File: src/hw/rtl/grs_pkg.sv
// ----------------------------------------------------------------------------
// grs_pkg
// Shared constants, codes and types for the grid relaxation sweep block.
// ----------------------------------------------------------------------------
`default_nettype none

package grs_pkg;

  // tile geometry and cell format
  localparam int MAX_SIDE   = 64;
  localparam int VALUE_BITS = 32;

  localparam int SIDE_W     = $clog2(MAX_SIDE);
  localparam int TILE_DEPTH = MAX_SIDE * MAX_SIDE;
  localparam int TILE_AW    = 2 * SIDE_W;
  localparam int HALO_DEPTH = 4 * MAX_SIDE;
  localparam int HALO_AW    = SIDE_W + 2;
  localparam int SUM_W      = VALUE_BITS + 2;

  // fixed port widths
  localparam int CMD_W   = 2;
  localparam int HSIDE_W = 2;
  localparam int COORD_W = 6;
  localparam int DATA_W  = 32;
  localparam int CFG_W   = 7;

  localparam logic [CFG_W-1:0] SIDE_MIN   = CFG_W'(2);
  localparam logic [CFG_W-1:0] SIDE_MAX   = CFG_W'(MAX_SIDE);
  localparam logic [CFG_W-1:0] SIDE_RESET = CFG_W'(64);

  typedef logic [VALUE_BITS-1:0] cell_t;

  typedef enum logic [CMD_W-1:0] {
    CMD_WRITE_CELL = 2'd0,
    CMD_WRITE_HALO = 2'd1,
    CMD_SWEEP      = 2'd2,
    CMD_READ_CELL  = 2'd3
  } cmd_e;

  typedef enum logic [HSIDE_W-1:0] {
    HALO_UP    = 2'd0,
    HALO_DOWN  = 2'd1,
    HALO_LEFT  = 2'd2,
    HALO_RIGHT = 2'd3
  } halo_e;

  // kind of cell being relaxed, in sweep order
  typedef enum logic [3:0] {
    VIS_TL    = 4'd0,
    VIS_TR    = 4'd1,
    VIS_BL    = 4'd2,
    VIS_BR    = 4'd3,
    VIS_TOP   = 4'd4,
    VIS_BOT   = 4'd5,
    VIS_LEFT  = 4'd6,
    VIS_RIGHT = 4'd7,
    VIS_INNER = 4'd8
  } visit_e;

  typedef enum logic [2:0] {
    ST_IDLE   = 3'd0,
    ST_READ   = 3'd1,
    ST_SW_RD0 = 3'd2,
    ST_SW_RD1 = 3'd3,
    ST_SW_WR  = 3'd4
  } state_e;

  // controller to datapath commands
  typedef struct packed {
    logic              wr_cell;
    logic              wr_halo;
    logic              rd_cell;
    logic              rd_capture;
    logic              rd_zero;
    logic              sw_rd1;
    logic              sw_wr;
    visit_e            kind;
    logic [SIDE_W-1:0] row;
    logic [SIDE_W-1:0] col;
  } ctl_t;

  // input word sign-extended, then wrapped to the cell width
  function automatic cell_t wrap_in(input logic [DATA_W-1:0] v);
    logic [2*DATA_W-1:0] ext;
    ext = {{DATA_W{v[DATA_W-1]}}, v};
    return ext[VALUE_BITS-1:0];
  endfunction

  // low output bits of the sign-extended cell
  function automatic logic [DATA_W-1:0] cell_out(input cell_t c);
    logic [VALUE_BITS+DATA_W-1:0] ext;
    ext = {{DATA_W{c[VALUE_BITS-1]}}, c};
    return ext[DATA_W-1:0];
  endfunction

endpackage

`default_nettype wire

File: src/hw/rtl/grs_ctrl.sv
// ----------------------------------------------------------------------------
// grs_ctrl
// Controller: command decode, grid side register and the sweep cell walker.
// ----------------------------------------------------------------------------
`default_nettype none

module grs_ctrl (
  input  wire logic                          clk_i,
  input  wire logic                          rst_ni,
  input  wire logic                          start_i,
  input  wire logic [grs_pkg::CMD_W-1:0]     command_i,
  input  wire logic [grs_pkg::COORD_W-1:0]   row_i,
  input  wire logic [grs_pkg::COORD_W-1:0]   col_i,
  input  wire logic                          cfg_valid_i,
  input  wire logic [grs_pkg::CFG_W-1:0]     cfg_grid_side_i,
  output logic                               cfg_ready_o,
  output logic                               busy_o,
  output grs_pkg::ctl_t                      ctl_o
);

  import grs_pkg::*;

  state_e            state_q, state_d;
  visit_e            kind_q, kind_d;
  logic [SIDE_W-1:0] i_q, i_d;
  logic [SIDE_W-1:0] j_q, j_d;
  logic              rd_zero_q, rd_zero_d;
  logic [CFG_W-1:0]  side_q;

  logic [CFG_W-1:0]  side_n;
  logic [CFG_W-1:0]  last_full;
  logic [SIDE_W-1:0] last;
  logic [SIDE_W-1:0] last_m1;
  logic              in_range;
  logic [SIDE_W-1:0] tgt_row;
  logic [SIDE_W-1:0] tgt_col;
  cmd_e              cmd;

  assign cmd = cmd_e'(command_i);

  // clamp the side in use
  always_comb begin
    if (side_q < SIDE_MIN) begin
      side_n = SIDE_MIN;
    end else if (side_q > SIDE_MAX) begin
      side_n = SIDE_MAX;
    end else begin
      side_n = side_q;
    end
  end

  assign last_full = side_n - CFG_W'(1);
  assign last      = last_full[SIDE_W-1:0];
  assign last_m1   = last - SIDE_W'(1);
  assign in_range  = (CFG_W'(row_i) < side_n) && (CFG_W'(col_i) < side_n);

  // target cell of the current visit
  always_comb begin
    case (kind_q)
      VIS_TL:    begin tgt_row = '0;   tgt_col = '0;   end
      VIS_TR:    begin tgt_row = '0;   tgt_col = last; end
      VIS_BL:    begin tgt_row = last; tgt_col = '0;   end
      VIS_BR:    begin tgt_row = last; tgt_col = last; end
      VIS_TOP:   begin tgt_row = '0;   tgt_col = i_q;  end
      VIS_BOT:   begin tgt_row = last; tgt_col = i_q;  end
      VIS_LEFT:  begin tgt_row = i_q;  tgt_col = '0;   end
      VIS_RIGHT: begin tgt_row = i_q;  tgt_col = last; end
      VIS_INNER: begin tgt_row = i_q;  tgt_col = j_q;  end
      default:   begin tgt_row = '0;   tgt_col = '0;   end
    endcase
  end

  always_ff @(posedge clk_i or negedge rst_ni) begin
    if (!rst_ni) begin
      state_q   <= ST_IDLE;
      kind_q    <= VIS_TL;
      i_q       <= '0;
      j_q       <= '0;
      rd_zero_q <= 1'b0;
      side_q    <= SIDE_RESET;
    end else begin
      state_q   <= state_d;
      kind_q    <= kind_d;
      i_q       <= i_d;
      j_q       <= j_d;
      rd_zero_q <= rd_zero_d;
      if (cfg_valid_i) begin
        side_q <= cfg_grid_side_i;
      end
    end
  end

  always_comb begin
    state_d   = state_q;
    kind_d    = kind_q;
    i_d       = i_q;
    j_d       = j_q;
    rd_zero_d = rd_zero_q;
    ctl_o     = '0;
    ctl_o.kind    = kind_q;
    ctl_o.row     = tgt_row;
    ctl_o.col     = tgt_col;
    ctl_o.rd_zero = rd_zero_q;

    case (state_q)
      ST_IDLE: begin
        if (start_i) begin
          case (cmd)
            CMD_WRITE_CELL: begin
              ctl_o.wr_cell = in_range;
            end
            CMD_WRITE_HALO: begin
              ctl_o.wr_halo = CFG_W'(col_i) < SIDE_MAX;
            end
            CMD_SWEEP: begin
              kind_d  = VIS_TL;
              i_d     = SIDE_W'(1);
              j_d     = SIDE_W'(1);
              state_d = ST_SW_RD0;
            end
            CMD_READ_CELL: begin
              ctl_o.rd_cell = 1'b1;
              rd_zero_d     = !in_range;
              state_d       = ST_READ;
            end
            default: ;
          endcase
        end
      end
      ST_READ: begin
        ctl_o.rd_capture = 1'b1;
        state_d          = ST_IDLE;
      end
      ST_SW_RD0: begin
        state_d = ST_SW_RD1;
      end
      ST_SW_RD1: begin
        ctl_o.sw_rd1 = 1'b1;
        state_d      = ST_SW_WR;
      end
      ST_SW_WR: begin
        ctl_o.sw_wr = 1'b1;
        state_d     = ST_SW_RD0;
        case (kind_q)
          VIS_TL: kind_d = VIS_TR;
          VIS_TR: kind_d = VIS_BL;
          VIS_BL: kind_d = VIS_BR;
          VIS_BR: begin
            if (last == SIDE_W'(1)) begin
              state_d = ST_IDLE;
            end else begin
              kind_d = VIS_TOP;
              i_d    = SIDE_W'(1);
            end
          end
          VIS_TOP:  kind_d = VIS_BOT;
          VIS_BOT:  kind_d = VIS_LEFT;
          VIS_LEFT: kind_d = VIS_RIGHT;
          VIS_RIGHT: begin
            if (i_q == last_m1) begin
              kind_d = VIS_INNER;
              i_d    = SIDE_W'(1);
              j_d    = SIDE_W'(1);
            end else begin
              kind_d = VIS_TOP;
              i_d    = i_q + SIDE_W'(1);
            end
          end
          VIS_INNER: begin
            if (j_q == last_m1) begin
              if (i_q == last_m1) begin
                state_d = ST_IDLE;
              end else begin
                i_d = i_q + SIDE_W'(1);
                j_d = SIDE_W'(1);
              end
            end else begin
              j_d = j_q + SIDE_W'(1);
            end
          end
          default: state_d = ST_IDLE;
        endcase
      end
      default: state_d = ST_IDLE;
    endcase
  end

  assign busy_o      = (state_q != ST_IDLE);
  assign cfg_ready_o = 1'b1;

endmodule

`default_nettype wire

File: config.mk
export PLATFORM = sky130hd
export DESIGN_NAME = grs_ctrl
export DESIGN_NICKNAME = d
export VERILOG_FILES = /design/src/hw/rtl/grs_pkg.sv /design/src/hw/rtl/grs_ctrl.sv
export SDC_FILE = /design/constraint.sdc
export NUM_CORES = 1
export LEC_CHECK = 0
export ABC_AREA = 1
export BUFFER_PORTS_ARGS = -buffer_cell sky130_fd_sc_hd__buf_2
export CAP_MARGIN = 20
export CELL_PAD_IN_SITES_DETAIL_PLACEMENT = 0
export CELL_PAD_IN_SITES_GLOBAL_PLACEMENT = 1
export CORE_MARGIN = 3
export CORE_UTILIZATION = 30
export DETAILED_ROUTE_END_ITERATION = 6
export PLACE_DENSITY_LB_ADDON = 0.08
export RECOVER_POWER = 50
export SLEW_MARGIN = 5
export SYNTH_ARGS = -nofsm -noshare
export SYNTH_HDL_FRONTEND = slang
export SYNTH_SLANG_ARGS = --single-unit
File: constraint.sdc
create_clock -name clk_i -period 2.5 [get_ports clk_i]
set_input_delay 0.375 -clock clk_i [delete_from_list [all_inputs] [get_ports clk_i]]
set_output_delay 0.375 -clock clk_i [all_outputs]
set_load 0.01 [all_outputs]
### Word level (Yosys, flattened, before mapping)

Cells that the tools add are included.

* bits in registers: 27
* word-level logic and storage cells: 98

* add/sub/neg operators: 4
* order comparisons: 4
* equal/unequal tests: 29
* mux-type cells: 38
* reductions and logical operators: 17

Operators by type and width (count)
* 6-bit two-way mux: 9
* 6-bit one-hot mux with 2 select lines: 4
* 6-bit one-hot mux with 3 select lines: 2
* 4-bit one-hot mux with 8 select lines: 1
* 4-bit by 3-bit equality test with 1-bit output (second input constant): 4
* 4-bit two-way mux: 4
* 6-bit by 7-bit less-than comparator with 1-bit output: 2
* 7-bit two-way mux: 2
* 6-bit by 1-bit adder with 6-bit output (second input constant): 2
* 6-bit equality test: 2
* 3-bit != test (second input constant): 4
* 3-bit one-hot mux with 4 select lines: 1
* 6-bit by 1-bit subtractor with 6-bit output (second input constant): 2
* 3-bit two-way mux: 3
* 9-bit by 1-bit != test with 1-bit output (second input constant): 1
* 3-bit OR reduction: 3
* 4-bit by 2-bit equality test with 1-bit output (second input constant): 2
* 4-bit one-hot mux with 2 select lines: 1
* 7-bit > comparator (second input constant): 1
* 7-bit by 2-bit less-than comparator with 1-bit output (second input constant): 1
* 7-bit AND reduction: 1
* 7-bit OR reduction: 1
* 3-bit by 2-bit equality test with 1-bit output (second input constant): 2
* 6-bit by 1-bit equality test with 1-bit output (second input constant): 1
* 28 further kinds: 36

### Depth between registers and ports, before layout

Gate-level depths: netlist of run 1.

* depth after elaboration: 10
* depth in mapped cells: 25

### Worst setup path before layout of run 1

OpenSTA, ideal clock, no wires.

* kind: register to register
* from: register side_q[6]
* to: register i_q[0]
* data arrival time: 2549 ps
* slack: -172 ps
* stages on the path, launching flop included: 20
* path through: dfstp_2 -> buf_6 -> nor2_4 -> nand3_4 -> nand2_2 -> buf_6 -> ha_1 -> nand3_1 -> nor2_2 -> nand4_1 -> inv_1 -> nand2_1 -> nand3_1 -> nand2_1 -> nor2_4 -> nor2_4 -> nor2_8 -> inv_4 -> nand2_1 -> nand2_1

* longest elaborated chain between the ends: 9
* elaborated cells between the ends (all ways): 16
* those cells by class: add/sub: 2; order compare: 2; eq/ne: 6; mux: 5; reduce/logical: 1

Ends and longest elaborated chain
* from (decl): RTL line grs_ctrl.sv:28 `logic [CFG_W-1:0] side_q;`
* from (signal assigned): RTL line grs_ctrl.sv:88 `side_q <= cfg_grid_side_i;`
* 7-bit > comparator: RTL line grs_ctrl.sv:45 `end else if (side_q > SIDE_MAX) begin`
* 7-bit two-way mux: RTL line grs_ctrl.sv:45
* 7-bit two-way mux (*): RTL line grs_ctrl.sv:43 `if (side_q < SIDE_MIN) begin`
* 6-bit by 1-bit subtractor with 6-bit output (*): RTL line grs_ctrl.sv:52 `assign last_full = side_n - CFG_W'(1);`
* 6-bit by 1-bit subtractor with 6-bit output: RTL line grs_ctrl.sv:54 `assign last_m1 = last - SIDE_W'(1);`
* 6-bit equality test: RTL line grs_ctrl.sv:160, grs_ctrl.sv:171
* 6-bit two-way mux: RTL line grs_ctrl.sv:160 `if (i_q == last_m1) begin`
* 6-bit one-hot mux with 3 select lines: RTL line grs_ctrl.sv:144 `case (kind_q)`
* 6-bit one-hot mux with 2 select lines: RTL line grs_ctrl.sv:105 `case (state_q)`
* to (signal assigned): RTL line grs_ctrl.sv:84 `i_q <= i_d;`
* to (decl): RTL line grs_ctrl.sv:25 `logic [SIDE_W-1:0] i_q, i_d;`

Every way passes the cells marked *; elsewhere a longest branch is shown, timed or not.
A chain may end at the register's enable or synchronous reset.

### Worst setup path in the final report of run 1

* from: register side_q[6]
* to: register i_q[1]

The elaborated chain is that of the path after synthesis.

==> results.md, run 1 <==
- Final hold viol count: 0
- Number of CTS-inserted buffers: 3
- Global-route wire length before repair: 13.1 mm
- Setup TNS: -1.50 ns
- Worst-path cell chain: nor2_4 > nand3_4 > nand2_4 > inv_4 > ha_4 > nand3_2 > xor2_2 > buf_4 > buf_4 > nand2_1 > nand3_1 > nand2_1 > inv_1 > nand2_1 > nor2_4 > nand2_1 > nand2_2 > nor2_8 > inv_6 > nand2_1 > nand2_1
- Clk root buf: clkbuf_8
- Die span in y: 97.5 um
- Initial antenna violation count: 0
- Core box area: 0.00793 sq mm
- Min-Delay Path Class: in2reg
- Wire length per cell: 14.1 um
- Crit path largest cell delay: 0.63 ns
- Final setup fails: 18
- Vias: 2,733
- Final WL: 7.92 mm
- Critical Path End Type: flip-flop
- Slowest CP cell: dfstp_2
- Vias in the first global route: 2,669
- Depth of the CTS H-tree: 1
- Worst Path Required: 2.68 ns
- Antenna-violating nets left: 0
- Post-Synthesis Cells: 369
- Post-synth ARST share: 100%
- Crit start category: flip-flop
- TritonCTS clock tree: built
- LEAKAGE: 1.68 nW
- Crit path max fanout: 7
- CP delay by family, top: simple AND/OR/NAND/NOR gates
- Starting density of the core: 31.7%
- P&R area growth vs syn: 38.8%
- # DRC: 0
- RSZ-0062 raised after global routing: yes
- Synthesized flop and latch total: 27
- Reg2reg setup slack: -0.13 ns
- Violated checks: max-capacitance violations, max-slew violations, negative setup slack
- Kind of critical path: reg2reg
- Ports: 50
- Clk sinks: 27
- Pwr per Cell Area: 584 mW/mm^2
- GRT Residual Overflow: 0
- Share of the synthesized area in the top cell type: 25.9%
- PortBufs: 48
- Worst Path Buf+Inv: 5
- Largest net degree at the start of global routing: 28
- Tmin final: 2.63 ns
- GRT Resource Usage Total: 16.6%
- Vias/cell: 4.87
- Die Width: 97.5 um
- Most frequent CP cell: nand2_1
- GP Congestion: 0.849
- Reg clk slew, reported paths: 0.10 ns
- Share of layout cells above drive strength 1: 36.4%
- Final net count: 496
- Dpl hpwl: 6.36 mm
- Ys flop type: dfrtp_1
- Worst slew margin: -4.20%
- Ranking of synthesized cells by area: dfrtp_1 (26%), nand2_1 (13%), inv_1 (7.9%), nand3_1 (7.2%), ha_1 (5.5%)
- Synth cell types: 46
- Die ar.: 0.00950 sq mm
- Worst-Skew Late Latency: 0.29 ns
- Worst setup margin: -0.132 ns
- Fmax: 380 MHz
- Row cnt: 32
- Syn_area_per_cell: 6.81 sq um
- DP Area: 0.00312 sq mm
- Tot Pwr: 2.03 mW
- # diodes: 0
- Initial DRC Count: 121
- Final Slew Violations: 28
- VDD IR max: 0.000219 V
- Deepest clock path buffer count: 2
- Cell taking the most area after synthesis: dfrtp_1
- Design area: 0.00349 sq mm
- Pre-Repair DR Iteration Count: 5
- Synth Warn #: 0
- Final Core Density: 44.0%
- Post-Synthesis Net Count: 405
- Max cap viols: 1
- Crit share post-route: 105%
- Sequential fraction of the synthesis area: 27.0%
- Number of synthesized flops with an enable pin: 0
- Layout Skew: 0.00845 ns
- Post-Syn Area: 0.00251 sq mm
- Status: finished with violations
- Worst-Margin Slew: 1.56 ns
- Worst Path Arrival: 2.81 ns
-- worst reg2reg max path, delay by kind of cell (launching register included) --
family | cells | cell delay (ns)
adder cells (fa/ha/maj) | 1 | 0.14
flip-flops | 1 | 0.63
AND/OR/NAND/NOR | 14 | 1.15
buffers and inverters | 5 | 0.42
XOR/XNOR | 1 | 0.20
-- logic make-up (layout without fill, tap and decap cells) --
family / Yosys count / in the layout / share of synthesized area (%)
simple gates: 197 / 197 / 38.0
compound gates: 54 / 54 / 13.8
other cells: 1 / 1 / 0.149
buf+inv: 66 / 156 / 11.1
xor+xnor: 12 / 12 / 4.19
mux: 1 / 1 / 0.448
fa+ha+maj: 11 / 11 / 5.48
flops: 27 / 27 / 27.0
-- per-stage QoR --
step	cells	hold slack (ns)	setup slack, ns
floorplan	369	0.0794	-0.113
global placement	544	0.446	-0.211
detailed placement	544	0.445	-0.244
CTS	554	0.118	-0.0929
global route	561	0.290	-0.332
finish	561	0.293	-0.132
-- registers in the layout, indices dropped and copies added (netlist names) --
name       flops
kind_q         4
i_q            6
side_q         7
state_q        3
rd_zero_q      1
j_q            6
-- cell usage after synthesis, types with 2 or more instances --
cell type  count
buf_4          2
a311oi_1       2
inv_2          3
nand3b_1       3
inv_1         53
nor2_4         4
xor2_1        12
nand2_2        6
nand2_1       87
o22ai_1        7
nor3_1         7
clkbuf_1       4
dfrtp_1       26
nor2_1        30
nand4_1        9
buf_6          2
nand3_1       36
o21ai_0       17
o21bai_1       2
nor3_2         2
nand3_2        3
a21oi_1        8
nor2_2         4
o221ai_1       4
nor4_1         3
ha_1          11
a211oi_1       3
-- report_power, final --
group | total [mW] | internal (mW) | switching [mW]
sequential | 0.585 | 0.502 | 0.0824
combinational | 1.18 | 0.486 | 0.690
clock | 0.274 | 0.114 | 0.160
-- layer usage --
| layer | up-vias | wire length, um | global-route usage [%] |
|---|---|---|---|
| li1 | 1409 | - | - |
| met1 | 1283 | 3750 | 22.5 |
| met2 | 39 | 3870 | 28.6 |
| met3 | 2 | 269 | 2.58 |
| met4 | 0 | 34 | 1.92 |
| met5 | - | 0 | 0 |
-- area by class of cell --
cell class              instances  area, sq um
fillers                       818         4440
multi-input cells             276         1800
flip-flops and latches         27          677
repair buffers                 94          607
inverters                      58          230
well taps                     102          128
clock buffers                   3         41.3
clock inverters                 1         7.51
-- repair_timing --
| action | CTS | global route |
|---|---|---|
| endpoints found under the setup margin | 23 | 26 |
| buffers inserted | 6 | 7 |
| gates resized for setup | 25 | 27 |
| cloned | 0 | 0 |
| pin swaps | 13 | 28 |
| hold buffers | 0 | 0 |
-- path summary, 6_finish.rpt --
| path | endpoint | from | depth (start not counted) |
|---|---|---|---|
| max in group asynchronous | i_q[0] | rst_ni | 1 |
| setup reg to reg | i_q[1] | side_q[6] | 21 |
| setup / recovery | i_q[1] | side_q[6] | 21 |
| min in group asynchronous | state_q[2] | rst_ni | 1 |
| hold / removal | side_q[5] | cfg_grid_side_i[5] | 3 |
| hold reg to reg | state_q[0] | state_q[0] | 1 |
-- placed cells by master (no fill, tap or decap), drive strengths merged, types with 4 or more instances in the layout --
master,instances
a21oi,8
buf,93
clkbuf,4
dfrtp,26
ha,11
inv,58
nand2,93
nand3,40
nand4,9
nor2,39
nor3,9
o21ai,18
o221ai,4
o22ai,7
xor2,12
Power figures use the tool's default switching activity.
==> inputs of run 2 (changes only) <==
- clock period: 2.5 -> 2.82 ns (I/O delays scaled with it)
==> run 2 against run 1 <==
Compared with the run above:
- the run ends with max-capacitance violations, max-slew violations left
- routed wire length down 4.1%
- register-to-register slack better by 0.27 ns
- cell count down 4.3%
- via count down 2.0%
- sequential share of layout area increased by 1.6 points
- clock power is 14% lower
- critical path type is now reg2out
==> results.md, run 2 (synthesis gave the netlist of run 1 again) <==
- Status: finished with violations (unchanged)
- Violated checks: max-capacitance violations, max-slew violations (was max-capacitance violations, max-slew violations, negative setup slack)
- Number of fill cells in the layout: 897 (was 818)
- Seq pwr share: 31.0% (was 28.7%)
- Pwr per Cell Area: 524 mW/mm^2 (was 584 mW/mm^2)
- Clk root buf: clkbuf_8 (unchanged)
- Worst-Margin Slew: 1.58 ns (was 1.56 ns)
- Starting density of the core: 31.7% (unchanged)
- Area of the multi-input gates: 0.00173 sq mm (was 0.00180 sq mm)
- Dpl hpwl: 6.25 mm (was 6.36 mm)
- Final Slew Violations: 28 (unchanged)
- GP Congestion: 0.823 (was 0.849)
- Crit path max fanout: 5 (was 7)
- Fmax: 365 MHz
- Logic pwr share: 54.9% (was 57.8%)
- Slowest CP cell: dfstp_2 (unchanged)
- Commonest non-fill, non-tap cells in the layout: nand2_1 (72), inv_1 (49), buf_2 (47), nand3_1 (34), dfrtp_1 (26) (was nand2_1 (74), inv_1 (49), buf_2 (47), buf_4 (41), nand3_1 (32))
- Worst Path Buf+Inv: 3 (was 5)
- Vias in the first global route: 2,679 (was 2,669)
- Worst Path Required: 2.40 ns (was 2.68 ns)
- Critical Path End Type: output port (was flip-flop)
- Final WL: 7.60 mm (was 7.92 mm)
- Vias/cell: 4.99 (was 4.87)
- Die ar.: 0.00950 sq mm (unchanged)
- RSZ-0062 raised after global routing: yes (unchanged)
- GRT Residual Overflow: 0 (unchanged)
- Largest net degree at the start of global routing: 28 (unchanged)
- TritonCTS clock tree: built (unchanged)
- Largest register by flop count: side_q (unchanged)
- VDD IR max: 0.000264 V (was 0.000219 V)
- Ports: 50 (unchanged)
- Worst-path cell chain: buf_4 > nor2_2 > inv_2 > ha_1 > a21oi_2 > o31ai_1 > a41oi_1 > and3_1 > buf_2 (was nor2_4 > nand3_4 > nand2_4 > inv_4 > ha_4 > nand3_2 > xor2_2 > buf_4 > buf_4 > nand2_1 > nand3_1 > nand2_1 > inv_1 > nand2_1 > nor2_4 > nand2_1 > nand2_2 > nor2_8 > inv_6 > nand2_1 > nand2_1)
- Commonest non-fill, non-tap cell in the layout: nand2_1 (unchanged)
- CP delay by family, top: flip-flops (was simple AND/OR/NAND/NOR gates)
- Worst Path Arrival: 2.32 ns (was 2.81 ns)
- Design area: 0.00321 sq mm (was 0.00349 sq mm)
- Deepest clock path buffer count: 2 (unchanged)
- Final net count: 472 (was 496)
- Share of layout cells above drive strength 1: 31.3% (was 36.4%)
- LEAKAGE: 1.54 nW (was 1.68 nW)
- Layout Skew: 0.00895 ns (was 0.00845 ns)
- Antenna-violating nets left: 0 (unchanged)
- Crit path largest cell delay: 0.65 ns (was 0.63 ns)
- Final hold viol count: 0 (unchanged)
- Net Sw Frac: 46.9% (was 45.8%)
- Vias: 2,677 (was 2,733)
- Max reg flops: 7 (unchanged)
- Final setup fails: 0 (was 18)
- Initial DRC Count: 55 (was 121)
- Depth of the CTS H-tree: 1 (unchanged)
- P&R area growth vs syn: 28.0% (was 38.8%)
- Reg clk slew, reported paths: 0.11 ns (was 0.10 ns)
- Crit start category: flip-flop (unchanged)
- PortBufs: 48 (unchanged)
- Post-CTS Hold Buffers: 0 (unchanged)
- Die Width: 97.5 um (unchanged)
- Top flop regs: side_q (7), i_q (6), j_q (6) (unchanged)
- Clk sinks: 27 (unchanged)
- Tmin final: 2.74 ns
- Max cap viols: 1 (unchanged)
- Initial antenna violation count: 0 (unchanged)
- Row cnt: 32 (unchanged)
- Pre-Repair DR Iteration Count: 4 (was 5)
- Tot Pwr: 1.68 mW (was 2.03 mW)
- Die span in y: 97.5 um (unchanged)
- Int Power: 0.894 mW (was 1.10 mW)
- Number of CTS-inserted buffers: 3 (unchanged)
- # DRC: 0 (unchanged)
- Worst slew margin: -5.32% (was -4.20%)
- Crit share post-route: 97.3%
- Clock share of power: 14.1% (was 13.5%)
- DP Area: 0.00298 sq mm (was 0.00312 sq mm)
- Switch Pwr: 0.789 mW (was 0.933 mW)
- Core box area: 0.00793 sq mm (unchanged)
- Wire length per cell: 14.1 um (about the same)
- # diodes: 0 (unchanged)
- Min-Delay Path Class: in2reg (unchanged)
- Worst-Skew Late Latency: 0.28 ns (was 0.29 ns)
- Kind of critical path: reg2out (was reg2reg)
- GRT Resource Usage Total: 16.7% (was 16.6%)
- Register Area: 677 sq um (unchanged)
- Global-route wire length before repair: 13.2 mm (was 13.1 mm)
-- run 2: cell types whose count changed in the layout (fill, tap and decap cells not counted), moves of 2 or more --
cell / before / now
buf_4: 41 / 22
nand2_2: 12 / 17
buf_6: 4 / 0
ha_1: 8 / 10
ha_4: 3 / 1
nand2_1: 74 / 72
nand2_4: 6 / 4
nand3_1: 32 / 34
nand3_2: 5 / 3
-- run 2: final cells by class --
cell class                 count  area share [%]
clock buffer                   4            1.40
inverter                      58            7.08
multi-input combinational    276            53.9
sequential                    27            21.1
tap                          102            3.97
timing repair buffer          70            12.6
-- run 2: power by group through the flow --
| stage | logic [mW] | clock network [mW] | registers, mW |
|---|---|---|---|
| 3_5_place_dp | 0.855 | 0 | 0.529 |
| 4_1_cts | 0.859 | 0.249 | 0.521 |
| 5_1_grt | 1.05 | 0.268 | 0.532 |
| 2_1_floorplan | 0.569 | 0 | 0.507 |
| 6_report | 0.923 | 0.237 | 0.522 |
| 3_3_place_gp | 0.858 | 0 | 0.528 |
-- run 2: timing repair --
item,in CTS,in global routing
buffers inserted,0,2
resized for setup,0,48
setup endpoints to repair,0,21
-- run 2: path summary, 6_finish.rpt --
path	slack, ns	cells past startpoint	from	to
setup / recovery	0.08	9	side_q[6]	ctl_o[22]
hold / removal	0.34	3	cfg_grid_side_i[2]	side_q[2]
setup reg to reg	0.14	18	side_q[6]	j_q[2]
hold reg to reg	0.50	1	state_q[0]	state_q[0]
max in group asynchronous	1.39	1	rst_ni	j_q[1]
min in group asynchronous	0.52	1	rst_ni	side_q[5]
-- run 2: metrics by stage --
stage,setup TNS (ns),instances,worst slack (ns),hold slack (ns),utilization (%)
2_1_floorplan,0,369,0.148,0.127,-
4_1_cts,0,535,0.0187,0.183,38.1
5_1_grt,-0.619,537,-0.0800,0.343,40.5
6_report,0,537,0.0768,0.336,40.5
3_5_place_dp,0,531,0.0577,0.498,37.5
3_3_place_gp,0,531,0.0704,0.501,37.5
-- run 2: tightest hold or removal path, delay by kind of cell --
kind            cells  cell delay [ns]
buf+inv             1             0.07
compound gates      1             0.05
simple gates        1             0.04
-- run 2: metal layers --
metal | vias to the layer above | global-route usage [%] | routed length, um | share of wire, %
met5 | - | 0 | 0 | 0
met4 | 0 | 2.24 | 38 | 0.50
met3 | 2 | 2.73 | 257 | 3.4
met2 | 45 | 27.8 | 3590 | 47
met1 | 1271 | 23.4 | 3710 | 49
li1 | 1359 | - | - | -
==> inputs of run 3 (changes only) <==
- BUFFER_PORTS_ARGS: -buffer_cell sky130_fd_sc_hd__buf_2 -> not set
- DONT_BUFFER_PORTS: not set -> 1
==> run 3 against run 2 <==
Compared with the run above:
- the run still ends with max-capacitance violations, max-slew violations left
- core utilization fell by 4.3 points
- first-iteration DRC count grew 42%
- combinational power shrank 15%
- via count is 7.5% lower
- final area decreased by 11%
- largest power group unchanged
- clock skew shrank 0.0025 ns
- global-route usage down 0.21 points
- hold slack lost 0.13 ns
- die area unchanged
==> results.md, run 3 (synthesis gave the netlist of run 1 again) <==
- PortBufs: 0 (was 48)
- Row cnt: 32 (unchanged)
- Placed insts: 479 (was 531)
- Deepest clock path buffer count: 2 (unchanged)
- Tmin final: 2.66 ns (was 2.74 ns)
- Status: finished with violations (unchanged)
- Vias: 2,477 (was 2,677)
- Antenna-violating nets left: 0 (unchanged)
- Worst-Margin Slew: 1.58 ns (about the same)
- Violated checks: max-capacitance violations, max-slew violations (unchanged)
- Worst Path Arrival: 2.84 ns (was 2.32 ns)
- FF-to-FF path depth: 22 (was 18)
- Reg clk slew, reported paths: 0.10 ns (was 0.11 ns)
- RSZ-0062 raised after global routing: yes (unchanged)
- Worst setup margin: 0.156 ns (was 0.0768 ns)
- Final hold viol count: 0 (unchanged)
- Final setup fails: 0 (unchanged)
- Depth of the CTS H-tree: 1 (unchanged)
- GRT Residual Overflow: 0 (unchanged)
- GRT Resource Usage Total: 16.5% (was 16.7%)
- Tot Pwr: 1.56 mW (was 1.68 mW)
- Core box area: 0.00793 sq mm (unchanged)
- Global-route wire length before repair: 12.9 mm (was 13.2 mm)
- Final net count: 424 (was 472)
- Max reg flops: 7 (unchanged)
- Initial antenna violation count: 0 (unchanged)
- Kind of critical path: reg2reg (was reg2out)
- RR Startpoint: side_q[6] (unchanged)
- Max cap viols: 1 (unchanged)
- Initial DRC Count: 78 (was 55)
- Hold Crit Start: cfg_valid_i (was cfg_grid_side_i[2])
- Min-Delay Path Class: in2reg (unchanged)
- Worst-Skew Late Latency: 0.28 ns (about the same)
- Worst R2R End: i_q[0] (was j_q[2])
- Critical Path End Type: flip-flop (was output port)
- Share of layout cells above drive strength 1: 18.1% (was 31.3%)
- Worst Path Required: 2.99 ns (was 2.40 ns)
- Commonest non-fill, non-tap cells in the layout: nand2_1 (80), inv_1 (49), nand3_1 (35), nor2_1 (28), dfrtp_1 (26) (was nand2_1 (72), inv_1 (49), buf_2 (47), nand3_1 (34), dfrtp_1 (26))
- Commonest non-fill, non-tap cell in the layout: nand2_1 (unchanged)
- Vias/cell: 5.07 (was 4.99)
- WHS Path Cells: 1 (was 3)
- Final WL: 7.61 mm (was 7.60 mm)
- Final Slew Violations: 28 (unchanged)
- Worst slew margin: -5.22% (was -5.32%)
- # diodes: 0 (unchanged)
- VDD IR max: 0.000221 V (was 0.000264 V)
- Starting density of the core: 31.7% (unchanged)
- Reg2reg setup slack: 0.16 ns (was 0.14 ns)
- Wire length per cell: 15.6 um (was 14.1 um)
- Pwr per Cell Area: 542 mW/mm^2 (was 524 mW/mm^2)
- Ports: 50 (unchanged)
- TritonCTS clock tree: built (unchanged)
- Clk root buf: clkbuf_8 (unchanged)
- Clk sinks: 27 (unchanged)
- Final Core Density: 36.3% (was 40.5%)
- Number of CTS-inserted buffers: 3 (unchanged)
- Die span in y: 97.5 um (unchanged)
- P&R area growth vs syn: 14.5% (was 28.0%)
- Die ar.: 0.00950 sq mm (unchanged)
- Dpl hpwl: 6.21 mm (was 6.25 mm)
- # DRC: 0 (unchanged)
- Top flop regs: side_q (7), i_q (6), j_q (6) (unchanged)
- Crit path max fanout: 7 (was 5)
- Pre-Repair DR Iteration Count: 4 (unchanged)
- Layout Skew: 0.00647 ns (was 0.00895 ns)
- LEAKAGE: 1.30 nW (was 1.54 nW)
- Die Width: 97.5 um (unchanged)
- GP Congestion: 0.826 (was 0.823)
- Crit share post-route: 94.5% (was 97.3%)
- Crit start category: flip-flop (unchanged)
- Largest register by flop count: side_q (unchanged)
- Fmax: 375 MHz (was 365 MHz)
- Vias in the first global route: 2,456 (was 2,679)
- Largest net degree at the start of global routing: 28 (unchanged)
- Setup TNS: 0 ns (unchanged)
- Non-filler instance count after layout: 489 (was 537)
- Pre-CTS setup slack: -0.0260 ns (was 0.0577 ns)
- End of the worst hold path: side_q[6] (was side_q[2])
[run 3: timing repair]
action | 4_1_cts | 5_1_grt
endpoints found under the hold margin | 27 | 0
buffers inserted | 2 | 2
endpoints found under the setup margin | 11 | 18
cloned | 0 | 0
pin swaps | 0 | 9
gates resized for setup | 2 | 21
hold buffers | 2 | 0
[run 3: layer usage]
metal | up-vias | global-route usage (%) | share of wire [%]
met5 | - | 0 | 0
met1 | 1152 | 22.0 | 45
met4 | 0 | 2.98 | 1.1
met2 | 50 | 27.0 | 47
li1 | 1269 | - | -
met3 | 6 | 4.52 | 6.9
[run 3: area by class of cell]
cell class,instances,area [sq um]
multi-input cells,276,1630
flip-flops and latches,27,677
repair buffers,22,168
clock buffers,4,45.0
fillers,874,5050
well taps,102,128
inverters,58,225
[run 3: per-stage QoR]
stage,instance area [sq um],hold slack [ns]
after floorplan,2510,0.127
after global placement,2710,0.128
after detailed placement,2710,0.128
after CTS,2810,0.200
after global routing,2880,0.203
final,2880,0.204
[run 3: report_power, final]
part | switching [mW] | leakage [nW] | internal, mW
Sequential | 0.0914 | 0.348 | 0.445
Combinational | 0.521 | 0.933 | 0.265
Clock | 0.134 | 0.0228 | 0.102
[run 3: worst max path at each step]
| stage | depth (start not counted) | startpoint | to |
|---|---|---|---|
| floorplan | 19 | side_q[6] | i_q[0] |
| global placement | 17 | side_q[6] | i_q[0] |
| detailed placement | 17 | side_q[6] | i_q[2] |
| CTS | 18 | side_q[6] | i_q[0] |
| global route | 22 | side_q[6] | j_q[3] |
| finish | 22 | side_q[6] | i_q[0] |
[run 3: critical path: stages (launching register included)]
cell	delay, ns
dfstp_2	0.65
nor2_4	0.07
nand3_4	0.07
nand2_2	0.06
inv_2	0.07
ha_4	0.15
inv_2	0.04
nand2_2	0.07
nand2_4	0.08
nand4_1	0.13
nand2_1	0.08
nand2_1	0.06
nand2_1	0.05
nor2_1	0.09
nand2_1	0.07
nor2_2	0.15
nand2_2	0.09
nor2_4	0.17
nor2_4	0.07
nor2_8	0.15
inv_4	0.07
nand2_2	0.05
nand2_1	0.05
